**config.mk**
```make
export PLATFORM = sky130hd
export DESIGN_NAME = bitfield_pixel_to_bgra8_unit
export DESIGN_NICKNAME = d
export VERILOG_FILES = /design/src/hw/rtl/bfp2b_pkg.sv /design/src/hw/rtl/bitfield_pixel_to_bgra8_unit.sv /design/src/hw/rtl/bfp2b_div.sv
export VERILOG_INCLUDE_DIRS = /design/src /design/src/hw/rtl
export SDC_FILE = /design/constraint.sdc
export NUM_CORES = 1
export LEC_CHECK = 0
export ABC_CLOCK_PERIOD_IN_PS = 10500
export BUFFER_PORTS_ARGS = -buffer_cell sky130_fd_sc_hd__buf_2
export CAP_MARGIN = 30
export CORE_UTILIZATION = 40
export DETAILED_ROUTE_END_ITERATION = 8
export PLACE_DENSITY = 0.54
export SLEW_MARGIN = 30
export SYNTH_ARGS = -nofsm -noshare
export SYNTH_HDL_FRONTEND = slang
export SYNTH_SLANG_ARGS = --single-unit
```
**constraint.sdc**
```tcl
create_clock -name clock -period 10.5 [get_ports clock]
set_input_delay 2.1 -clock clock [delete_from_list [all_inputs] [get_ports clock]]
set_output_delay 2.1 -clock clock [all_outputs]
set_load 0.01 [all_outputs]
```
**src/hw/rtl/bitfield_pixel_to_bgra8_unit_defines.svh**
```systemverilog
// assertion macros shared by the bitfield pixel unpacker rtl
`ifndef BITFIELD_PIXEL_TO_BGRA8_UNIT_DEFINES_SVH
`define BITFIELD_PIXEL_TO_BGRA8_UNIT_DEFINES_SVH

`ifndef SYNTHESIS
// clocked assertion, off while reset is high
`define BFP2B_ASSERT(lbl, clk, rst, prop, msg) \
   lbl: assert property (@(posedge clk) disable iff (rst) prop) else $error(msg);
// clocked assertion, also checked during reset
`define BFP2B_ASSERT_NR(lbl, clk, prop, msg) \
   lbl: assert property (@(posedge clk) prop) else $error(msg);
`else
`define BFP2B_ASSERT(lbl, clk, rst, prop, msg)
`define BFP2B_ASSERT_NR(lbl, clk, prop, msg)
`endif

`endif

```
**src/hw/rtl/bfp2b_pkg.sv**
```systemverilog
// shared types and constants of the bitfield pixel unpacker
`default_nettype none

package bfp2b_pkg;

   localparam int unsigned PIXEL_W     = 32;
   localparam int unsigned CHAN_W      = 8;
   localparam int unsigned DIVIDEND_W  = PIXEL_W + CHAN_W;
   localparam int unsigned DIV_STEPS   = CHAN_W;
   localparam int unsigned STEP_CNT_W  = $clog2(DIV_STEPS);
   localparam int unsigned SHIFTED_W   = PIXEL_W + DIV_STEPS - 1;
   localparam int unsigned CSR_INDEX_W = 3;

   localparam logic [PIXEL_W-1:0] RED_MASK_RST   = 32'h00FF_0000;
   localparam logic [PIXEL_W-1:0] GREEN_MASK_RST = 32'h0000_FF00;
   localparam logic [PIXEL_W-1:0] BLUE_MASK_RST  = 32'h0000_00FF;
   localparam logic [PIXEL_W-1:0] ALPHA_MASK_RST = 32'hFF00_0000;
   localparam logic               WIDE_RST       = 1'b1;
   localparam logic               USE_BF_RST     = 1'b0;
   localparam logic [CHAN_W-1:0]  OPAQUE_ALPHA   = 8'hFF;

   // register indexes of the configuration port
   localparam logic [CSR_INDEX_W-1:0] CSR_RED_MASK   = 3'd0;
   localparam logic [CSR_INDEX_W-1:0] CSR_GREEN_MASK = 3'd1;
   localparam logic [CSR_INDEX_W-1:0] CSR_BLUE_MASK  = 3'd2;
   localparam logic [CSR_INDEX_W-1:0] CSR_ALPHA_MASK = 3'd3;
   localparam logic [CSR_INDEX_W-1:0] CSR_WIDE       = 3'd4;
   localparam logic [CSR_INDEX_W-1:0] CSR_USE_BF     = 3'd5;

   typedef enum logic [1:0] {
      ST_IDLE,
      ST_LAUNCH,
      ST_WAIT,
      ST_FINISH
   } state_type;

   typedef enum logic [1:0] {
      CH_BLUE,
      CH_GREEN,
      CH_RED,
      CH_ALPHA
   } chan_type;

   typedef struct packed {
      logic start;
   } div_ctrl_type;

   typedef struct packed {
      logic busy;
      logic done;
   } div_status_type;

endpackage

`default_nettype wire

```
**src/hw/rtl/bitfield_pixel_to_bgra8_unit.sv**
```systemverilog
// top level of the bitfield pixel to bgra8 unpacker
// usage:
//   req_ channel: one source pixel per request, pixel word in req_tdata,
//   req_tlast marks the last pixel of the image
//   rsp_ channel: one bgra8 result per request, rsp_tlast copies req_tlast,
//   rsp_tuser raises on the last pixel of a 32-bit image whose alpha was
//   zero throughout, so downstream forces every alpha of that image to 255
//   csr_ channel: register writes, always ready; write only with no request in flight
// timing:
//   the four channels run one after another through a single divider that
//   makes one quotient bit per cycle; each channel passes through launch,
//   run isolation, 8 divide steps and capture
//   requests are taken one at a time: a new one is accepted only once the
//   previous result has been loaded into the output register
// stalls:
//   the result sits in an output register; a new request is accepted while
//   it waits, and only the final load waits for rsp_tready
// reset:
//   synchronous, active high; registers return to the default masks and
//   32-bit mode, the alpha history clears and both channels go idle
`default_nettype none

`include "bitfield_pixel_to_bgra8_unit_defines.svh"

module bitfield_pixel_to_bgra8_unit
   import bfp2b_pkg::*;
(
   input  wire logic                   clock,
   input  wire logic                   reset,

   // request channel
   input  wire logic                   req_tvalid,
   output logic                        req_tready,
   input  wire logic [PIXEL_W-1:0]     req_tdata,   // [31:0] pixel_word
   input  wire logic                   req_tlast,   // last_pixel

   // result channel
   output logic                        rsp_tvalid,
   input  wire logic                   rsp_tready,
   output logic [4*CHAN_W-1:0]         rsp_tdata,   // [7:0] blue, [15:8] green,
                                                    // [23:16] red, [31:24] alpha
   output logic                        rsp_tlast,   // end_of_image
   output logic                        rsp_tuser,   // [0] force_opaque

   // configuration write channel
   input  wire logic                   csr_valid,
   output logic                        csr_ready,
   input  wire logic [CSR_INDEX_W-1:0] csr_index,
   input  wire logic [PIXEL_W-1:0]     csr_data
);

   // configuration registers
   logic [PIXEL_W-1:0] red_mask_ff,   red_mask_in;
   logic [PIXEL_W-1:0] green_mask_ff, green_mask_in;
   logic [PIXEL_W-1:0] blue_mask_ff,  blue_mask_in;
   logic [PIXEL_W-1:0] alpha_mask_ff, alpha_mask_in;
   logic               wide_ff,       wide_in;
   logic               use_bf_ff,     use_bf_in;

   // sequencer and request hold
   state_type          state_ff,      state_in;
   chan_type           chan_ff,       chan_in;
   logic [PIXEL_W-1:0] pix_ff,        pix_in;
   logic               last_ff,       last_in;
   logic [CHAN_W-1:0]  chan_q_ff [4];
   logic [CHAN_W-1:0]  chan_q_in [4];
   logic               alpha_seen_ff, alpha_seen_in;

   // output register
   logic                rsp_valid_ff, rsp_valid_in;
   logic [4*CHAN_W-1:0] rsp_data_ff,  rsp_data_in;
   logic                rsp_last_ff,  rsp_last_in;
   logic                rsp_force_ff, rsp_force_in;

   // divider hookup
   div_ctrl_type       div_ctrl;
   div_status_type     div_status;
   logic [PIXEL_W-1:0] div_value;
   logic [PIXEL_W-1:0] div_mask;
   logic [CHAN_W-1:0]  div_quotient;

   // final assembly
   logic [CHAN_W-1:0]  blue_res, green_res, red_res, alpha_res;
   logic               seen_now;
   logic               force_now;
   logic               load_rsp;
   logic               csr_write;

   assign csr_ready  = 1'b1;
   assign csr_write  = csr_valid && csr_ready;
   assign req_tready = (state_ff == ST_IDLE);

   // register writes, unknown indexes dropped
   always_comb begin
      red_mask_in   = red_mask_ff;
      green_mask_in = green_mask_ff;
      blue_mask_in  = blue_mask_ff;
      alpha_mask_in = alpha_mask_ff;
      wide_in       = wide_ff;
      use_bf_in     = use_bf_ff;
      if (csr_write) begin
         case (csr_index)
            CSR_RED_MASK:   red_mask_in   = csr_data;
            CSR_GREEN_MASK: green_mask_in = csr_data;
            CSR_BLUE_MASK:  blue_mask_in  = csr_data;
            CSR_ALPHA_MASK: alpha_mask_in = csr_data;
            CSR_WIDE:       wide_in       = csr_data[0];
            CSR_USE_BF:     use_bf_in     = csr_data[0];
            default: ;
         endcase
      end
   end

   // 24-bit pixels ignore the top byte
   assign div_value = wide_ff ? pix_ff : {CHAN_W'(0), pix_ff[PIXEL_W-CHAN_W-1:0]};

   always_comb begin
      case (chan_ff)
         CH_BLUE:  div_mask = blue_mask_ff;
         CH_GREEN: div_mask = green_mask_ff;
         CH_RED:   div_mask = red_mask_ff;
         CH_ALPHA: div_mask = alpha_mask_ff;
         default:  div_mask = '0;
      endcase
   end

   bfp2b_div u_div (
      .clock    (clock),
      .reset    (reset),
      .ctrl     (div_ctrl),
      .value_in (div_value),
      .mask_in  (div_mask),
      .status   (div_status),
      .quotient (div_quotient)
   );

   // result fields from the scaled channels or from a plain byte copy
   always_comb begin
      if (wide_ff || use_bf_ff) begin
         blue_res  = chan_q_ff[CH_BLUE];
         green_res = chan_q_ff[CH_GREEN];
         red_res   = chan_q_ff[CH_RED];
      end else begin
         blue_res  = pix_ff[CHAN_W-1:0];
         green_res = pix_ff[2*CHAN_W-1:CHAN_W];
         red_res   = pix_ff[3*CHAN_W-1:2*CHAN_W];
      end
      if (!wide_ff) begin
         alpha_res = OPAQUE_ALPHA;
      end else if (alpha_mask_ff == '0) begin
         alpha_res = pix_ff[PIXEL_W-1:PIXEL_W-CHAN_W];
      end else begin
         alpha_res = chan_q_ff[CH_ALPHA];
      end
   end

   // alpha history includes this pixel before the last-pixel decision
   assign seen_now  = alpha_seen_ff || (wide_ff && (alpha_res != '0));
   assign force_now = last_ff && wide_ff && !seen_now;
   assign load_rsp  = (state_ff == ST_FINISH) && (!rsp_valid_ff || rsp_tready);

   // sequencer: blue, green, red, alpha through the divider, then load result
   always_comb begin
      state_in       = state_ff;
      chan_in        = chan_ff;
      pix_in         = pix_ff;
      last_in        = last_ff;
      chan_q_in      = chan_q_ff;
      div_ctrl.start = 1'b0;
      case (state_ff)
         ST_IDLE: begin
            if (req_tvalid) begin
               pix_in   = req_tdata;
               last_in  = req_tlast;
               chan_in  = CH_BLUE;
               state_in = ST_LAUNCH;
            end
         end
         ST_LAUNCH: begin
            div_ctrl.start = 1'b1;
            state_in       = ST_WAIT;
         end
         ST_WAIT: begin
            if (div_status.done) begin
               chan_q_in[chan_ff] = div_quotient;
               if (chan_ff == CH_ALPHA) begin
                  state_in = ST_FINISH;
               end else begin
                  chan_in  = chan_type'(chan_ff + 2'd1);
                  state_in = ST_LAUNCH;
               end
            end
         end
         ST_FINISH: begin
            if (load_rsp) begin
               state_in = ST_IDLE;
            end
         end
         default: begin
            state_in = ST_IDLE;
         end
      endcase
   end

   // output register and alpha history
   always_comb begin
      rsp_valid_in  = rsp_valid_ff && !rsp_tready;
      rsp_data_in   = rsp_data_ff;
      rsp_last_in   = rsp_last_ff;
      rsp_force_in  = rsp_force_ff;
      alpha_seen_in = alpha_seen_ff;
      if (load_rsp) begin
         rsp_valid_in  = 1'b1;
         rsp_data_in   = {alpha_res, red_res, green_res, blue_res};
         rsp_last_in   = last_ff;
         rsp_force_in  = force_now;
         alpha_seen_in = seen_now && !last_ff;
      end
   end

   always_ff @(posedge clock) begin
      if (reset) begin
         red_mask_ff   <= RED_MASK_RST;
         green_mask_ff <= GREEN_MASK_RST;
         blue_mask_ff  <= BLUE_MASK_RST;
         alpha_mask_ff <= ALPHA_MASK_RST;
         wide_ff       <= WIDE_RST;
         use_bf_ff     <= USE_BF_RST;
         state_ff      <= ST_IDLE;
         chan_ff       <= CH_BLUE;
         alpha_seen_ff <= 1'b0;
         rsp_valid_ff  <= 1'b0;
      end else begin
         red_mask_ff   <= red_mask_in;
         green_mask_ff <= green_mask_in;
         blue_mask_ff  <= blue_mask_in;
         alpha_mask_ff <= alpha_mask_in;
         wide_ff       <= wide_in;
         use_bf_ff     <= use_bf_in;
         state_ff      <= state_in;
         chan_ff       <= chan_in;
         alpha_seen_ff <= alpha_seen_in;
         rsp_valid_ff  <= rsp_valid_in;
      end
   end

   always_ff @(posedge clock) begin
      pix_ff       <= pix_in;
      last_ff      <= last_in;
      chan_q_ff    <= chan_q_in;
      rsp_data_ff  <= rsp_data_in;
      rsp_last_ff  <= rsp_last_in;
      rsp_force_ff <= rsp_force_in;
   end

   assign rsp_tvalid = rsp_valid_ff;
   assign rsp_tdata  = rsp_data_ff;
   assign rsp_tlast  = rsp_last_ff;
   assign rsp_tuser  = rsp_force_ff;

   // a request always starts the divider on blue
   `BFP2B_ASSERT(a_accept_launch, clock, reset, (req_tvalid && req_tready) |=> (state_ff == ST_LAUNCH && chan_ff == CH_BLUE), "request accept did not launch blue")

   // divider only finishes while the sequencer waits for it
   `BFP2B_ASSERT(a_done_in_wait, clock, reset, div_status.done |-> (state_ff == ST_WAIT), "divider finished outside wait")

   // the divider is free whenever a channel is launched
   `BFP2B_ASSERT(a_launch_free, clock, reset, (state_ff == ST_LAUNCH) |-> !div_status.busy, "launch while divider busy")

   // a new result only appears out of the finish step
   `BFP2B_ASSERT(a_rsp_from_finish, clock, reset, $rose(rsp_tvalid) |-> ($past(state_ff) == ST_FINISH), "result valid without finish")

   // force_opaque is only raised on the last pixel
   `BFP2B_ASSERT_NR(a_force_on_last, clock, (rsp_tvalid && rsp_tuser) |-> rsp_tlast, "force_opaque away from last pixel")

endmodule

`default_nettype wire

```
**src/hw/rtl/bfp2b_div.sv**
```systemverilog
// shared field scaler: isolates the lowest mask run and divides, one quotient bit a cycle
`default_nettype none

module bfp2b_div
   import bfp2b_pkg::*;
(
   input  wire logic                 clock,
   input  wire logic                 reset,
   input  wire div_ctrl_type         ctrl,
   input  wire logic [PIXEL_W-1:0]   value_in,
   input  wire logic [PIXEL_W-1:0]   mask_in,
   output div_status_type            status,
   output logic      [CHAN_W-1:0]    quotient
);

   logic [PIXEL_W-1:0]    low_bit;
   logic [PIXEL_W-1:0]    run_mask;

   logic [PIXEL_W-1:0]    run_ff,    run_in;
   logic [PIXEL_W-1:0]    masked_ff, masked_in;
   logic [DIVIDEND_W-1:0] rem_ff,    rem_in;
   logic [SHIFTED_W-1:0]  dsh_ff,    dsh_in;
   logic [CHAN_W-1:0]     quo_ff,    quo_in;
   logic [STEP_CNT_W-1:0] cnt_ff,    cnt_in;
   logic                  prep_ff,   prep_in;
   logic                  busy_ff,   busy_in;
   logic                  done_ff,   done_in;

   logic [DIVIDEND_W-1:0] masked_ext;
   logic [DIVIDEND_W-1:0] dividend;
   logic [DIVIDEND_W-1:0] dsh_ext;
   logic [DIVIDEND_W-1:0] diff;
   logic                  take;

   // lowest contiguous run of ones in the mask
   assign low_bit  = mask_in & (~mask_in + PIXEL_W'(1));
   assign run_mask = mask_in & ~(mask_in + low_bit);

   // field*255 + max/2, both kept at the run's position so the shift cancels
   assign masked_ext = {CHAN_W'(0), masked_ff};
   assign dividend   = (masked_ext << CHAN_W) - masked_ext
                     + {CHAN_W'(0), run_ff & (run_ff >> 1)};

   assign dsh_ext = {1'b0, dsh_ff};
   assign diff    = rem_ff - dsh_ext;
   assign take    = rem_ff >= dsh_ext;

   always_comb begin
      run_in    = run_ff;
      masked_in = masked_ff;
      rem_in    = rem_ff;
      dsh_in    = dsh_ff;
      quo_in    = quo_ff;
      cnt_in    = cnt_ff;
      prep_in   = prep_ff;
      busy_in   = busy_ff;
      done_in   = 1'b0;
      if (ctrl.start) begin
         run_in    = run_mask;
         masked_in = value_in & run_mask;
         prep_in   = 1'b1;
         busy_in   = 1'b1;
      end else if (prep_ff) begin
         rem_in  = dividend;
         dsh_in  = {run_ff, (DIV_STEPS-1)'(0)};
         quo_in  = '0;
         cnt_in  = '0;
         prep_in = 1'b0;
      end else if (busy_ff) begin
         if (take) begin
            rem_in = diff;
         end
         quo_in = {quo_ff[CHAN_W-2:0], take};
         dsh_in = dsh_ff >> 1;
         cnt_in = cnt_ff + STEP_CNT_W'(1);
         if (cnt_ff == STEP_CNT_W'(DIV_STEPS-1)) begin
            busy_in = 1'b0;
            done_in = 1'b1;
         end
      end
   end

   always_ff @(posedge clock) begin
      if (reset) begin
         prep_ff <= 1'b0;
         busy_ff <= 1'b0;
         done_ff <= 1'b0;
         cnt_ff  <= '0;
      end else begin
         prep_ff <= prep_in;
         busy_ff <= busy_in;
         done_ff <= done_in;
         cnt_ff  <= cnt_in;
      end
   end

   always_ff @(posedge clock) begin
      run_ff    <= run_in;
      masked_ff <= masked_in;
      rem_ff    <= rem_in;
      dsh_ff    <= dsh_in;
      quo_ff    <= quo_in;
   end

   assign status.busy = busy_ff;
   assign status.done = done_ff;
   // empty mask scales to zero
   assign quotient = (run_ff == '0) ? '0 : quo_ff;

endmodule

`default_nettype wire

```
### Word-level counts from Yosys, hierarchy flattened

Index checks and enable logic that the tools add are counted.
W data, S select, Z words.

* flip-flop bits (word level): 392
* bits in latches: 0
* memory bits (writable): 0
* memory bits (read-only): 0
* bits of input ports: 73
* output and inout port bits: 37
* logic and storage cells: 137
* memories: 0

* $add $sub $neg: 7
* $mul: 0
* div/mod/pow operators: 0
* magnitude comparators: 3
* eq/ne operators: 17
* shift-type cells: 0
* muxes and demuxes: 36
* bitwise logic cells: 9
* reductions and logical operators: 36

Operator list (count)
* $pmux W32 S4: 1
* $mux W40: 3
* $and A32 B32 Y32: 3
* $mux W39: 2
* $logic_not A32 Y1: 2
* $mux W8: 8
* $not A32 Y32: 2
* $add A40 B32 Y40: 1
* $ge A40 B39 Y1: 1
* $sub A40 B32 Y40: 1
* $sub A40 B39 Y40: 1
* $add A32 B1 Y32 const B: 1
* $add A32 B32 Y32: 1
* $and A32 B31 Y32: 1
* $bwmux W32: 1
* $mux W32: 1
* $reduce_and A2 Y1: 9
* $demux W8 S2: 1
* $mux W2: 7
* $eq A3 B3 Y1 const B: 3
* $eq A2 B2 Y1 const B: 4
* $mux W1: 8
* $ne A2 B2 Y1 const B: 4
* $pmux W2 S4: 1
* 22 further kinds: 41

### Depth between registers and ports, before layout

* word-level depth: 9
* depth in mapped cells: 16
* mapped depth without buffers: 15

### Cells and area by module

Synthesis repeated with hierarchy kept, for this count alone.

* cell total of the unflattened synthesis: 2265
* area, all modules: 21705.8 um2

Modules (own cells, without submodules)
* bfp2b_div: instances 1, cells each 1354, area an instance 12249.2 um2, sequential area each 4654.5 um2
* bitfield_pixel_to_bgra8_unit: instances 1, cells each 911, area an instance 9456.6 um2, sequential area each 5695.5 um2

### Worst setup path before layout

No wires, ideal clock.

* path kind: reg2reg
* start: reg u_div.dsh_ff[0]
* end: reg u_div.rem_ff[0], enable pin
* library setup time: 461 ps
* arrival: 4550 ps
* required time: 10039 ps
* slack: 5489 ps
* stages on the path, launching flop included: 13
* path buffers: 0
* clock period less this slack: 5011 ps
* path through: edfxtp_1 > ha_1 > fa_1 > nor2b_1 > o31a_1 > o21ai_0 > nand2b_1 > a311o_1 > o211ai_1 > a21oi_1 > o31a_1 > o2111ai_1 > a31oi_1

* longest elaborated chain between the ends: 3

RTL lines
* start: declaration: line bfp2b_div.sv:22 `logic [SHIFTED_W-1:0] dsh_ff, dsh_in;`
* start signal: assignment: line bfp2b_div.sv:101 `dsh_ff <= dsh_in;`
* $ge A40 B39 Y1: line bfp2b_div.sv:46 `assign take = rem_ff >= dsh_ext;`
* $reduce_bool A2 Y1 (no source line)
* $reduce_and A3 Y1 (no source line)
* end signal: assignment: line bfp2b_div.sv:100 `rem_ff <= rem_in;`
* end: declaration: line bfp2b_div.sv:21 `logic [DIVIDEND_W-1:0] rem_ff, rem_in;`

No other way between the ends.
A chain may end at the register's enable or synchronous reset.

### Worst setup path after layout

* start: reg u_div.run_ff[4]
* end: reg u_div.rem_ff[38] (data pin)

* longest elaborated chain between the ends: 3

RTL lines
* start: declaration: line bfp2b_div.sv:19 `logic [PIXEL_W-1:0] run_ff, run_in;`
* start signal: assignment: line bfp2b_div.sv:98 `run_ff <= run_in;`
* $and A32 B31 Y32: line bfp2b_div.sv:42 `+ {CHAN_W'(0), run_ff & (run_ff >> 1)};`
* $add A40 B32 Y40: line bfp2b_div.sv:42
* $mux W40: line bfp2b_div.sv:63 `end else if (prep_ff) begin`

No other way between the ends.

==> results.sh <==
export IMPL_status="finished, final reports clean"
export IMPL_cts_tree="yes"
export IMPL_drt_pass1_iterations=6
export IMPL_vias=16324
export IMPL_route_detailed_drc=0
export IMPL_antennaDiodeCount=0
export IMPL_holdCritStartpoint="green_mask_ff[26]$_SDFFE_PP0P_"
export IMPL_crit_type="reg -> reg"
export IMPL_maxCapViolations=0
export IMPL_die_h_um=233
export IMPL_finalHoldViolations=0
export IMPL_synth_area_mm2=0.0214
export IMPL_placed_cell_area_mm2=0.0225
export IMPL_ys_seq_area_share_pct=48.4
export IMPL_globalplace_congestion=0.926
export IMPL_dieArea_mm2=0.0544
export IMPL_drt_iter0_drc=1506
export IMPL_dpl_hpwl_mm=42.1
export IMPL_critPathLaunch="u_div.run_ff[4]$_DFFE_PP_"
export IMPL_rr_worst_depth=13
export IMPL_wire_per_inst_um=19.6
export IMPL_syn_to_final_growth_pct=12.2
export IMPL_syn_avg_cell_area_um2=9.74
export IMPL_yosys_warnings=0
export IMPL_clkTransAtPathRegs_ns=0.06
export IMPL_min_path_type="reg -> reg"
export IMPL_tns_ns=0
export IMPL_critPathSlowestCell="o311ai_0"
export IMPL_grt_pass1_wl_mm=91.0
export IMPL_rrSetupSlack_ns=6.12
export IMPL_drive_above_1_share_pct=11.8
export IMPL_synth_nets=2388
export IMPL_ios=110
export IMPL_period_share_pct=41.8
export IMPL_drtAntennaViolNets=0
export IMPL_pwr_share_comb_pct=14.8
export IMPL_cpPeakStageDelay_ns=0.59
export IMPL_core_mm2=0.0528
export IMPL_worstMarginPinSlew_ns=0.969
export IMPL_synth_flop_cell="edfxtp_1"
export IMPL_irDropWorstVdd_v=0.000103
export IMPL_intPower_mw=2.86
export IMPL_clk_latency_ns=0.58
export IMPL_synth_edf_count=250
export IMPL_ys_types=86
export IMPL_cts_sinks=392
export IMPL_critPathCaptureType="flip-flop"
export IMPL_worst_clock_skew_ns=0.0245
export IMPL_ys_top_cells_by_count="379 x nand2_1, 250 x edfxtp_1, 198 x a21oi_1"
export IMPL_post_route_min_period_ns=4.38
export IMPL_cp_arrival_ns=4.69
export IMPL_viasPerCell=5.45
export IMPL_power_switching_mw=1.06
export IMPL_synth_top_area_share_pct=35.1
export IMPL_cts_setup_buffers=0
export IMPL_finalNetCount=2462
export IMPL_dp_worst_setup_slack_ns=6.15
export IMPL_crit_family="compound AO/OA/AOI/OAI gates"
export IMPL_power_density_mw_per_mm2=163
export IMPL_cp_cell_sequence="and2_1 > ha_1 > ha_1 > and3_1 > a2111oi_4 > a2111oi_0 > o311ai_0 > o211ai_1 > a31oi_1 > o21ai_1 > a31oi_1 > mux2i_1 > a211oi_1"
export IMPL_r2r_start="u_div.run_ff[4]$_DFFE_PP_"
export IMPL_yosysTopAreaCell="edfxtp_1"
export IMPL_initial_utilization_pct=40.6
export IMPL_clock_tree_root_cell="clkbuf_16"
export IMPL_port_buffers=108
export IMPL_wl_mm=58.7
export IMPL_grtUsageTotal_pct=21.6
export IMPL_r2r_end="u_div.rem_ff[38]$_DFFE_PP_"
export IMPL_postSynthCellCount=2197
export IMPL_cts_hold_buf=0
export IMPL_fmax_mhz=228
export IMPL_grt_overflow=0
export IMPL_fin_hold_ws_ns=0.454
export IMPL_worst_ep_required_time_ns=10.80
export IMPL_drv_slew=0
export IMPL_cts_htree_levels=2
export IMPL_power_frac_clock_pct=40.1
export IMPL_final_util_pct=45.5
export IMPL_dieWidth_um=233
export IMPL_ys_async_sr_fraction_pct=0
export IMPL_slew_headroom_pct=35.4
export IMPL_crit_path_start_kind="flip-flop"
export IMPL_rows=84
export IMPL_cts_max_path_buffers=3
export IMPL_p_sw_share_pct=27.0
export IMPL_grt_pass1_vias=15740
export IMPL_ctsResizeCount=0
export IMPL_ys_ff_latch=392
export IMPL_ys_top_cells_by_area="edfxtp_1 35%, dfxtp_1 13%, nand2_1 6.6%"
export IMPL_p_leak_nw=9.27
export IMPL_seqPwrFrac_pct=45.2
export IMPL_crit_fanout=5
export IMPL_cp_depth=13
export IMPL_grt_antenna_before_repair=1
export IMPL_path_buf_inv=0
export IMPL_cp_endpoint="u_div.rem_ff[38]$_DFFE_PP_"
export IMPL_rsz0062_at_grt="no"
export IMPL_setup_viol=0
export IMPL_finalInstanceArea_mm2=0.0240
export IMPL_yosys_cell_count_top_type="nand2_1"
export IMPL_fin_ws_ns=6.12
export IMPL_cts_buffers_inserted=44
export IMPL_grt_start_max_net_pins=92
-- how the worst min path moves through the flow --
| stage | endpoint | cells past startpoint |
|---|---|---|
| finish | green_mask_ff[26]$_SDFFE_PP0P_ | 2 |
| global route | green_mask_ff[18]$_SDFFE_PP0P_ | 2 |
| CTS | green_mask_ff[26]$_SDFFE_PP0P_ | 2 |
| detailed placement | green_mask_ff[18]$_SDFFE_PP0P_ | 2 |
| global placement | red_mask_ff[14]$_SDFFE_PP0P_ | 2 |
| floorplan | blue_mask_ff[30]$_SDFFE_PP0P_ | 2 |
-- per-stage QoR --
| stage | total power, mW | cells |
|---|---|---|
| floorplan | 2.21 | 2197 |
| global placement | 2.37 | 2913 |
| detailed placement | 2.38 | 2913 |
| CTS | 3.95 | 2994 |
| global route | 4.08 | 2994 |
| finish | 3.92 | 2994 |
-- state kept, by name (all words and copies together), names as in the netlist, 3 cells and up --
| signal | cells |
|---|---|
| alpha_mask_ff | 32 |
| blue_mask_ff | 32 |
| chan_q_ff | 32 |
| green_mask_ff | 32 |
| pix_ff | 32 |
| red_mask_ff | 32 |
| rsp_tdata | 32 |
| u_div.cnt_ff | 3 |
| u_div.dsh_ff | 39 |
| u_div.masked_ff | 32 |
| u_div.quo_ff | 8 |
| u_div.rem_ff | 40 |
| u_div.run_ff | 32 |
-- cell families (layout without fill, tap and decap cells) --
family	count (synthesis)	in the layout	synth area share, %
compound gates	544	544	16.7
xor+xnor	55	55	2.25
fa+ha+maj	118	118	7.78
buf+inv	257	366	4.82
flops	392	392	48.4
mux	64	64	3.20
other cells	1	1	0.0175
simple gates	766	766	16.9
-- power groups by stage --
stage / combinational, mW / sequential [mW] / clock (mW)
2_1_floorplan: 0.424 / 1.78 / 0
4_1_cts: 0.578 / 1.77 / 1.60
5_1_grt: 0.649 / 1.78 / 1.66
3_5_place_dp: 0.573 / 1.80 / 0
3_3_place_gp: 0.568 / 1.80 / 0
6_report: 0.579 / 1.77 / 1.57
-- per-layer routing --
| metal | GRT usage (%) | wire length [um] |
|---|---|---|
| met5 | 0 | 0 |
| met3 | 2.73 | 2830 |
| met2 | 35.1 | 27100 |
| met1 | 30.4 | 27700 |
| met4 | 5.23 | 1160 |
-- cell usage in the layout, fill, tap and decap left out, types with 8 or more instances in the layout --
| cell type | instances |
|---|---|
| nand2b_1 | 15 |
| nor2b_1 | 40 |
| a211o_1 | 12 |
| a31oi_1 | 22 |
| inv_1 | 154 |
| buf_2 | 107 |
| clkbuf_16 | 44 |
| o211ai_1 | 11 |
| fa_1 | 25 |
| ha_1 | 93 |
| o21a_1 | 18 |
| xnor2_1 | 27 |
| nand3b_1 | 25 |
| nor3_1 | 31 |
| o31ai_1 | 14 |
| o21ai_0 | 86 |
| buf_4 | 20 |
| nor3b_1 | 13 |
| mux2_2 | 36 |
| edfxtp_1 | 250 |
| nor2_1 | 98 |
| nand3_1 | 22 |
| nand2_1 | 379 |
| and3_1 | 30 |
| a222oi_1 | 31 |
| xor2_1 | 28 |
| a21boi_0 | 8 |
| o21bai_1 | 10 |
| mux2i_1 | 28 |
| a21o_1 | 48 |
| and2_1 | 45 |
| a21oi_1 | 198 |
| dfxtp_1 | 141 |
| nor4_1 | 22 |
| a211oi_1 | 10 |
| nand4_1 | 12 |
-- tightest hold or removal path, cell delays in order (launching register included) --
cell,delay [ns]
dfxtp_1,0.31
nand2_1,0.05
a21oi_1,0.05
-- layout make-up --
type	instances	area [um^2]
Fill cell	5129	28800
Timing Repair Buffer	127	686
Tap cell	688	861
Clock inverter	30	313
Inverter	158	593
Sequential cell	392	10400
Multi-Input combinational cell	1548	10100
Clock buffer	51	1140
(Power assumes the default switching activity.)
